**src/hw/rtl/tcw_pkg.sv**
```systemverilog
// Shared types and constants for the text console character writer.
package tcw_pkg;

  localparam int COL_W  = 7;
  localparam int ROW_W  = 5;
  localparam int CELL_W = 16;
  localparam int CHAR_W = 8;

  localparam logic [CHAR_W-1:0] CHAR_NUL = 8'h00;
  localparam logic [CHAR_W-1:0] CHAR_TAB = 8'h09;
  localparam logic [CHAR_W-1:0] CHAR_NL  = 8'h0A;

  localparam logic [CELL_W-1:0] BLANK_CELL = 16'h0020;

  localparam int CFG_IDX_W = 8;

  typedef enum logic [CFG_IDX_W-1:0] {
    REG_TEXT_COLOR    = 8'd0,
    REG_BLINK_ENABLE  = 8'd1,
    REG_BRIGHT_ENABLE = 8'd2,
    REG_SCROLL_ENABLE = 8'd3
  } tcw_reg_t;

  typedef struct packed {
    logic [ROW_W-1:0] row;
    logic [COL_W-1:0] col;
  } tcw_pos_t;

endpackage

```
**src/hw/rtl/tcw_addr.sv**
```systemverilog
// Shared address unit: row-major cell address from a row and column.
module tcw_addr
  import tcw_pkg::*;
#(
  parameter int COLUMNS = 80,
  parameter int AW      = 11
) (
  input  tcw_pos_t        pos,
  output logic [AW-1:0]   addr
);

  logic [AW-1:0] row_ext;
  logic [AW-1:0] col_ext;

  assign row_ext = AW'(pos.row);
  assign col_ext = AW'(pos.col);
  assign addr    = AW'(row_ext * AW'(COLUMNS)) + col_ext;

endmodule

```
**config.mk**
```make
export PLATFORM = sky130hd
export DESIGN_NAME = tcw_addr
export DESIGN_NICKNAME = d
export VERILOG_FILES = /design/src/hw/rtl/tcw_pkg.sv /design/src/hw/rtl/tcw_addr.sv
export SDC_FILE = /design/constraint.sdc
export NUM_CORES = 1
export LEC_CHECK = 0
export BUFFER_PORTS_ARGS = -buffer_cell sky130_fd_sc_hd__buf_2
export CAP_MARGIN = 10
export CELL_PAD_IN_SITES_DETAIL_PLACEMENT = 0
export CELL_PAD_IN_SITES_GLOBAL_PLACEMENT = 1
export CORE_AREA = 2 2 39 41
export DETAILED_ROUTE_END_ITERATION = 8
export DIE_AREA = 0 0 41 43
export GPL_ROUTABILITY_DRIVEN = 0
export PLACE_DENSITY = 0.65
export SLEW_MARGIN = 20
export SYNTH_ARGS = -nofsm -noshare
export SYNTH_HDL_FRONTEND = slang
export SYNTH_SLANG_ARGS = --single-unit
export TNS_END_PERCENT = 100
```
**constraint.sdc**
```tcl
create_clock -name vclk -period 4.8
set_input_delay 1.44 -clock vclk [all_inputs]
set_output_delay 1.44 -clock vclk [all_outputs]
set_load 0.03 [all_outputs]
```
======== Word level (Yosys, flattened, before mapping) ========
Cells that the tools add are included.
storage, ports and cells
  bits in registers ....................... 0
  latch bits .............................. 0
  memory bits (writable) .................. 0
  memory bits (read-only) ................. 0
  input bits .............................. 12
  output and inout port bits .............. 11
  word-level logic and storage cells ...... 2
  memories kept ........................... 0
cells by class
  add/sub/neg operators ................... 1
  $mul .................................... 1
  div/mod/pow operators ................... 0
  $lt $le $gt $ge ......................... 0
  eq/ne operators ......................... 0
  shift-type cells ........................ 0
  muxes and demuxes ....................... 0
  bitwise logic cells ..................... 0
  reduce and logical (&&, ||, !) cells .... 0
operator list
  kind                                                                count
  11-bit by 7-bit adder with 11-bit output                            1
  5-bit by 3-bit multiplier with 7-bit output, second input constant  1

======== Longest topological paths before layout ========
Gate-level depths: netlist of run 1.
  depth after elaboration ................. 2
  depth in mapped cells ................... 7
  depth with buffers taken out ............ 7

======== Least setup slack after synthesis of run 1 ========
OpenSTA, ideal clock, no wires.
  path kind ............................... input -> output
  start ................................... in pos[8] in the netlist's numbering
  end ..................................... out addr[10]
  arrival ................................. 3.304 ns
  required time ........................... 3.360 ns
  setup slack ............................. 0.056 ns
  cell stages on the path ................. 7
  buffers on the path ..................... 0
  cells stage by stage .................... ha_1 > ha_1 > fa_1 > xor2_1 > nand4_1 > xnor2_1 > xnor2_1
on the way
  cells in the longest elaborated chain, start to end .. 2
ends and longest elaborated chain
  element                                      RTL line        source
  from (decl)                                  tcw_addr.sv:8   input tcw_pos_t pos,
  5-bit by 3-bit multiplier with 7-bit output  tcw_addr.sv:17  assign addr = AW'(row_ext * AW'(COLUMNS)) + col_ext;
  11-bit by 7-bit adder with 11-bit output     tcw_addr.sv:17
  to (decl)                                    tcw_addr.sv:9   output logic [AW-1:0] addr
Every way passes these cells.

======== Final worst setup path of run 1 ========
  start ................................... in pos[8] in the netlist's numbering
  end ..................................... out addr[9]
The elaborated chain is that of the path after synthesis.

==> results of run 1 <==
[power breakdown]
part	total, mW	internal, mW	switching (mW)
clock network	0	0	0
logic	0.0922	0.0375	0.0546
registers	0	0	0
total	0.0922	0.0375	0.0546
[metrics by stage]
| stage | worst slack (ns) | instance area, µm² | power (mW) | cells | utilization |
|---|---|---|---|---|---|
| final | 0.137 | 404 | 0.0922 | 62 | 0.292 |
| after detailed placement | 0.0457 | 382 | 0.0869 | 61 | 0.276 |
| after global placement | 0.0347 | 382 | 0.0866 | 61 | 0.276 |
| after global routing | 0.0252 | 404 | 0.101 | 62 | 0.292 |
| after floorplan | 0.0563 | 294 | 0.0681 | 31 | - |
| after CTS | 0.0276 | 382 | 0.0875 | 61 | 0.276 |
[logic make-up after synthesis]
group | Yosys count
AO/OA/AOI/OAI | 5
XOR/XNOR | 7
adder cells (fa/ha/maj) | 11
buffers and inverters | 4
AND/OR/NAND/NOR | 4
[layout by cell type, fill, tap and decap left out, drive strengths merged]
| cell | netlist | final |
|---|---|---|
| a21oi | 2 | 2 |
| xnor2 | 4 | 4 |
| buf | 4 | 19 |
| nand4 | 1 | 1 |
| a21o | 3 | 3 |
| nand2 | 2 | 2 |
| xor2 | 3 | 3 |
| ha | 9 | 9 |
| nor2 | 1 | 1 |
| fa | 2 | 2 |
[what timing repair did]
item | 4_1_cts | 5_1_grt
setup buffers | 0 | 1
endpoints found under the setup margin | 0 | 1
resized for setup | 0 | 5
[area by class of cell]
class,instances,area [µm²]
fill,160,980
multi-input combinational,27,277
tap,16,20.0
timing repair buffer,19,108
[routing by layer]
metal  share of wire  wire length [µm]
met2            0.50               263
met3           0.081                43
met1            0.42               221
met4               0                 0
met5               0                 0
[final timing paths]
check             endpoint  slack, ns  cells past startpoint
setup / recovery   addr[9]       0.14                      9
hold / removal     addr[1]       2.88                      0
==> summary by stage, run 1 <==
Final layout
There are 0 flip-flops and latches. The sequential cells in the finished layout cover a total of 0 µm². The number of antenna diodes in the final layout is 0.

The final layout net count is 71. The area added between synthesis and finish is 37.4%. The share of post-route cells with drive strength above 1 is 0.478. The number of clock buffer instances in the layout is 0.

Yosys
Counting every instance in the synthesized netlist gives 31. The count of distinct cell types in the synthesized netlist is 10. The dominant cell by count in the synthesized netlist is ha_1.

By area, the combinational part of the netlist is dominated by adder cells. Of the total synthesized cell area, the portion taken by full adders, half adders and majority gates is 0.519. Of the total synthesized cell area, the portion taken by XOR and XNOR cells is 0.209. The area share of the largest cell type after synthesis is 0.383. Yosys printed 0 warnings.

The fraction of the mapped netlist area in simple logic gates is 0.0596. In the post-synthesis netlist, the biggest area contributors are ha_1 38%, fa_1 14%, xnor2_1 12%. The share of the synthesized area in compound gates (AO/OA/AOI/OAI) is 0.111.

The synthesized design spends more area on one cell type than any other, namely ha_1. After synthesis the cells add up to 294 µm². Averaged over all synthesized cells, the footprint is 9.48 µm². Of the post-synthesis cell area, the part taken by muxes is 0. Sorting the synthesized cells by how often they occur yields 9 x ha_1, 4 x buf_4, 4 x xnor2_1. When the netlist entered floorplanning its net count stood at 54. The portion of the post-synthesis area used by sequential elements is 0.

Route
The routed wirelength normalized by instance count is 8.52 µm. The DRC violations left is 0. In the routed layout, each cell is associated on average with a via count of 4.18. The DRC marker count from the first detailed-route iteration is 0. The total via count in the routed design is 259. For this run, the detailed router's first-pass iteration total came to 1. The remaining antenna violation count is 0. Summed over all layers, the routed wires come to 528 µm.

Power
Dividing total power by cell area gives a power density of 228 nW/µm². Across the VDD grid, the largest voltage drop is around 110 µV. The static leakage power is 0.226 nW.

Global route
For this run the aggregate overflow at the end of global routing stands at 0. The via count of the first global-routing pass was 255. In this run the most used layer during global routing was met2. For this run, global-route usage on met3 was measured as 0.00524. The initial antenna violation count is 0. Entering global routing, the biggest net connects 5 pins.

The met2 layer usage reported by global route is 0.128. The wire length of the first global-routing pass is 945 µm. The global routing usage summed across all routing layers is 0.0701. In the global route stage, met1 resource usage came out at 0.0892.

Floorplanning
The total area inside the core boundary comes to 1380 µm². The die covers 1760 µm². The floorplan step set the die height to approximately 43 µm. For this configuration, the core starts out at a cell density of 0.212. 23 I/O pins were placed. The die is between 40 and 50 µm wide. The number of rows in the core area is 14.

Setup path
The worst path buffer plus inverter count is 3. The critical path data arrival time is 3.22 ns. For the worst setup path, the data required time is roughly 3.4 ns. On the critical path, the stage with the largest delay is an instance of fa_2.

Along the worst path, the maximum fanout reaches 2. The sort of element at the start of the critical path is a primary input. The most numerous cell type found on the critical path is buf_2. Tracing the worst setup path back leads to its startpoint at pos[8]. The critical path class is primary input to output port. The worst setup path is captured at an output port. Walking the worst path, the cells encountered are buf_2 > ha_1 > ha_2 > fa_2 > buf_4 > nand2_1 > nor2_1 > xor2_1 > buf_2. The delay of the slowest cell on the worst path is 0.54 ns. The cell family contributing the most delay on the critical path is adder cells.

Min path
The type of the most critical hold path is primary input to output port. The startpoint identified for the worst hold timing path is pos[1].

STA
The max-slew violation count was 0. The tightest hold path in the finished design has a slack of 2.88 ns. The smallest clock period supported by the final layout is computed as about 4.7 ns. Dividing the final minimum period by the clock period gives 0.972. The final hold violation count came to 0. For the final routed database, the setup TNS stands at 0 ns. Derived from the worst setup path, the maximum achievable clock frequency is 0.214 GHz. At the pin with the least slew margin, the transition time is 0.210 ns. The worst slew slack as a fraction of its limit is 0.860. Setup violations remaining at the end of the flow were counted as 0.

Setup repair after global routing left no endpoint under its margin.

Flow run
The count of max-cap constraint violations is 0.

CTS
The number of buffers inserted for hold repair after clock tree synthesis is 0.

Placed design
Buffers placed on the I/O ports in this run total 15.

Outcome
The flow ran to the end, and the final reports show no timing, DRC or antenna violations.
(Power assumes the default switching activity.)
==> run 2: changes to the inputs <==
- BUFFER_PORTS_ARGS: -buffer_cell sky130_fd_sc_hd__buf_2 -> -buffer_cell sky130_fd_sc_hd__buf_4
==> summary by stage, run 2 (synthesis gave the netlist of run 1 again) <==
Flow run
The count of max-cap constraint violations is 0.

Placed design
The cell count after placement is just under 60. During placement, the flow inserted port buffers numbering 15. The total half-perimeter wirelength after legalization and detailed placement is roughly 470 µm. In this run the cell area measured after placement is roughly 400 µm².

Route
The detail route stage leaves a number of antenna-violating nets equal to 0. The length of the first detailed-routing pass in iterations is 2. The DRC violations left is 0.

After detailed routing, the average wire length per cell comes to around 8.6 µm. Dividing the detail-routed via count by the number of cells gives 3.98. The routed layout has 239 vias. For this block, the initial DRC count from the detailed router was 2. Summed over all layers, the routed wires come to 518 µm.

STA
Dividing the final minimum period by the clock period gives 0.984. The routed design could run at a clock period as short as 4.72 ns. Setup repair after global routing left no endpoint under its margin. For the pin with the worst max-slew slack, the measured transition is 0.201 ns.

The aggregate negative setup slack is 0 ns. Headroom to the max-slew limit came out at 0.866. The max-slew violation count is 0.

Setup violations remaining at the end of the flow were counted as 0. The final hold violation count is 0. Based on the critical path, the design can be clocked at up to 0.212 GHz.

Global route
The global routing usage summed across all routing layers is 0.0671. The pin count of the biggest net entering global routing is 5. The via count of the first global-routing pass is 235. The initial antenna violation count is 0. The residual overflow from global routing is 0. The wire length of the first global-routing pass is 897 µm.

Final layout
Registers take 0 µm². The design has 0 sequential cells. The most common library cell in the layout ignoring fill and taps is buf_4. The final layout contains 69 nets. In the layout the commonest cells are 17 x buf_4, 9 x ha_1, 4 x xnor2_1. In the final layout, the share of cells above drive strength 1 is 0.386. The number of clock buffer instances in the layout is 0. The antenna diode count is 0. The area added between synthesis and finish is 40.0%. After the flow finishes, the layout carries non-filler instances totaling 60.

Summing all non-filler instances in the final layout gives an area of 412 µm².

Outcome
The run finished with clean final reports.

Setup path
On the critical path, the stage with the largest delay is an instance of fa_1. STA classifies the critical path startpoint as a primary input. STA puts the critical path data arrival time at 3.28 ns. The critical path class is primary input to output port. Data on the critical path is required at its endpoint by 3.36 ns. The maximum fanout encountered on the critical timing path is 3. STA classifies the critical path endpoint as an output port. Walking the worst path, the cells encountered are buf_4 > ha_1 > ha_1 > fa_1 > xor2_1 > nand4_1 > xnor2_1 > xnor2_1 > buf_4.

For this run, the slowest stage of the critical path takes 0.38 ns.

Power
The static leakage power is 0.230 nW. VDD sags by at most 140 µV. For this design the ratio of total power to cell area is 234 nW/µm².

Floorplanning
The floorplan step defined a die boundary enclosing 1760 µm². The initial core utilization is 0.212. The standard cell core area is approximately 1400 µm². The number of ports placed on the die boundary is 23. The number of rows in the core area is 14.

The vertical die dimension is 43 µm. The die is 41 µm wide.

CTS
The buffer count from post-CTS setup fixing is 0. For this design, the CTS-stage hold fixing added 0 buffers. The number of gates resized after CTS was 0.

Min path
The type of the most critical hold path is primary input to output port. The number of instances on the worst hold path is 0. The worst min-delay path endpoint is addr[1]. The launch instance of the worst min-delay path is pos[1].
[run 2: cell count changes in the layout (fill, tap and decap cells not counted)]
cell    change
ha_1        +1
fa_1        +1
fa_2        -1
buf_2      -14
buf_4      +12
xor2_1      +1
xor2_2      -1
ha_2        -1
[run 2: metrics by stage]
| step | setup WS [ns] | power, mW | utilization | hold slack (ns) |
|---|---|---|---|---|
| final | 0.0789 | 0.0961 | 0.297 | 2.88 |
| after global routing | 0.00204 | 0.104 | 0.297 | 2.88 |
| after CTS | 0.0474 | 0.0948 | 0.292 | 2.88 |
| after detailed placement | 0.0541 | 0.0942 | 0.292 | 2.88 |
| after global placement | 0.0655 | 0.0946 | 0.292 | 2.88 |
| after floorplan | 0.0563 | 0.0681 | - | 3.01 |
[run 2: worst max-delay path by stage]
stage | from | endpoint | slack [ns] | cells after the start
floorplan | pos[8] | addr[10] | 0.06 | 7
global placement | pos[8] | addr[10] | 0.07 | 9
detailed placement | pos[8] | addr[10] | 0.05 | 9
CTS | pos[8] | addr[10] | 0.05 | 9
global route | pos[8] | addr[10] | 0.002 | 9
finish | pos[8] | addr[10] | 0.08 | 9
[run 2: final cells by class]
class                           count  area [µm²]
Fill cell                         155         972
Timing Repair Buffer               17         128
Tap cell                           16        20.0
Multi-Input combinational cell     27         264
[run 2: report_power, final]
part | switching (mW) | internal [mW]
clock | 0 | 0
combinational | 0.0538 | 0.0423
sequential | 0 | 0
[run 2: worst max-delay path: cells and delay by family]
family,cells,cell delay (ns)
xor+xnor,3,0.52
fa+ha+maj,3,0.90
buf+inv,2,0.31
simple gates,1,0.14
[run 2: routing by layer]
metal	GRT usage	vias up	wire, µm
met5	0	-	0
met4	0	0	0
met3	0.00524	0	38
met2	0.106	6	244
met1	0.102	102	235
li1	-	131	-
==> run 3: changes to the inputs <==
- PLACE_DENSITY: 0.65 -> 0.67
- clock period: 4.8 -> 4 ns (I/O delays scaled with it)
==> summary by stage, run 3 (synthesis gave the netlist of run 1 again) <==
Setup path
The sort of element at the start of the critical path is a primary input. STA classifies the critical path endpoint as an output port. The largest individual stage delay along the critical path comes from the cell fa_2. The maximum fanout encountered on the critical timing path is 2. The critical path is of the primary input to output port type. In this design, the largest share of critical-path delay is due to adder cells. The critical path data arrival time is 2.85 ns. The delay of the slowest cell on the worst path is 0.54 ns. The worst path buffer plus inverter count is 2.

Traced cell by cell, the critical path runs through buf_8 > ha_4 > ha_4 > fa_2 > nand4_1 > xnor2_2 > xnor2_2 > buf_6. The critical path data required time is 2.80 ns.

STA
The final count of negative-setup-slack endpoints is 2. Based on the critical path, the design can be clocked at up to 0.247 GHz. The max-slew violation count was 0. After layout, the worst setup slack is -0.0504 ns. Setup repair after global routing could not meet its margin everywhere.

The final hold violation count is 0. Dividing the final minimum period by the clock period gives 1.01. The worst-case hold slack is 2.40 ns. The routed design could run at a clock period as short as 4.05 ns. The transition time at the pin with the least slew margin is 0.267 ns. Headroom to the max-slew limit came out at 0.822.

Final layout
Counting the fill cells in the layout gives 146. The share of post-route cells with drive strength above 1 is 0.625. The most common library cell in the layout ignoring fill and taps is buf_4.

In the layout the commonest cells are 18 x buf_4, 5 x ha_1, 3 x a21o_1, 3 x ha_4. The final layout net count is 73. The antenna diode count is 0. The area taken by flip-flops and latches is 0 µm². The count of sequential standard cells is 0.

The area added between synthesis and finish is 78.3%. In the finished layout, the clock tree contains a buffer count of 0.

Placed design
In this run the tool buffered the top-level ports with 15 buffer cells. Once detailed placement completed, the half-perimeter wirelength came to 599 µm.

Outcome
The run finished, with violations left. The final reports fail on setup timing.

Floorplanning
The die covers approximately 1800 µm². The total area inside the core boundary comes to 1380 µm². The number of ports placed on the die boundary is 23. The initial core utilization is 0.212. The initialized floorplan defines 14 standard-cell rows. The die boundary width is slightly above 40 µm.

The vertical die dimension is 43 µm.

Global route
The pin count of the biggest net entering global routing is 5. The residual overflow from global routing is 0. The via count of the first global-routing pass came to 296. The first global-routing pass estimated roughly 1100 µm of wire. The initial antenna violation count is 0. In the global route stage, overall resource usage came out at 0.0842.

Route
The DRC violations left is 0. For this block, the routed nets add up to 644 µm of wire. The total via count in the routed design is 277. The routed wirelength normalized by instance count is 10.1 µm. The length of the first detailed-routing pass in iterations is 1. The first routing iteration left 0 violations. After detailed routing, the number of vias per cell comes to 4.33. The remaining antenna violation count is 0.

CTS
The buffer count from post-CTS setup fixing is 0. For this design, the CTS-stage hold fixing added 0 buffers.

Flow run
The tool flagged a number of max-cap violations equal to 0.

Power
Dividing total power by cell area gives a power density of about 260 nW/µm². The static leakage power is 0.264 nW. Overall power consumption after layout is estimated at 0.134 mW. The worst-case IR drop observed on VDD is approximately 130 µV.

Min path
The min-delay analysis places its worst path in the category primary input to output port.
[run 3: changes by cell type in the layout (fill, tap and decap cells not counted), moves of 2 or more]
cell	previous run	this run
buf_6	0	2
ha_4	0	3
xnor2_1	4	2
ha_1	9	5
xnor2_2	0	2
[run 3: worst paths after layout]
path                   end  cells after the start    start  slack [ns]
setup / recovery  addr[10]                      8  pos[10]       -0.05
hold / removal     addr[0]                      0   pos[0]        2.40
[run 3: through the flow]
stage	worst slack [ns]	setup TNS [ns]	util	instance area [µm²]	std cells
2_1_floorplan	-0.0385	-0.0385	-	339	31
3_3_place_gp	-0.154	-0.233	0.352	487	64
3_5_place_dp	-0.149	-0.241	0.352	487	64
4_1_cts	-0.0936	-0.151	0.379	524	64
5_1_grt	-0.133	-0.241	0.379	524	64
6_report	-0.0504	-0.0759	0.379	524	64
[run 3: report_power, final]
group | internal, mW | switching [mW] | total, mW
combinational | 0.0637 | 0.0704 | 0.134
sequential | 0 | 0 | 0
clock | 0 | 0 | 0
total | 0.0637 | 0.0704 | 0.134
[run 3: final cells by class]
type	instances	area (µm²)	area share
timing repair buffer	21	173	0.329
multi-input combinational	27	332	0.632
tap	16	20.0	0.0382
[run 3: per-layer routing]
metal / up-vias / track usage / wire [µm]
li1: 139 / - / -
met1: 128 / 0.0958 / 257
met2: 10 / 0.159 / 344
met3: 0 / 0.0157 / 42
met4: 0 / 0 / 0
met5: - / 0 / 0
[run 3: what timing repair did]
| item | 4_1_cts | 5_1_grt |
|---|---|---|
| resized for setup | 7 | 0 |
| endpoints found under the setup margin | 2 | 2 |
| pin swaps | 9 | 3 |
| hold endpoints to repair | 0 | 0 |
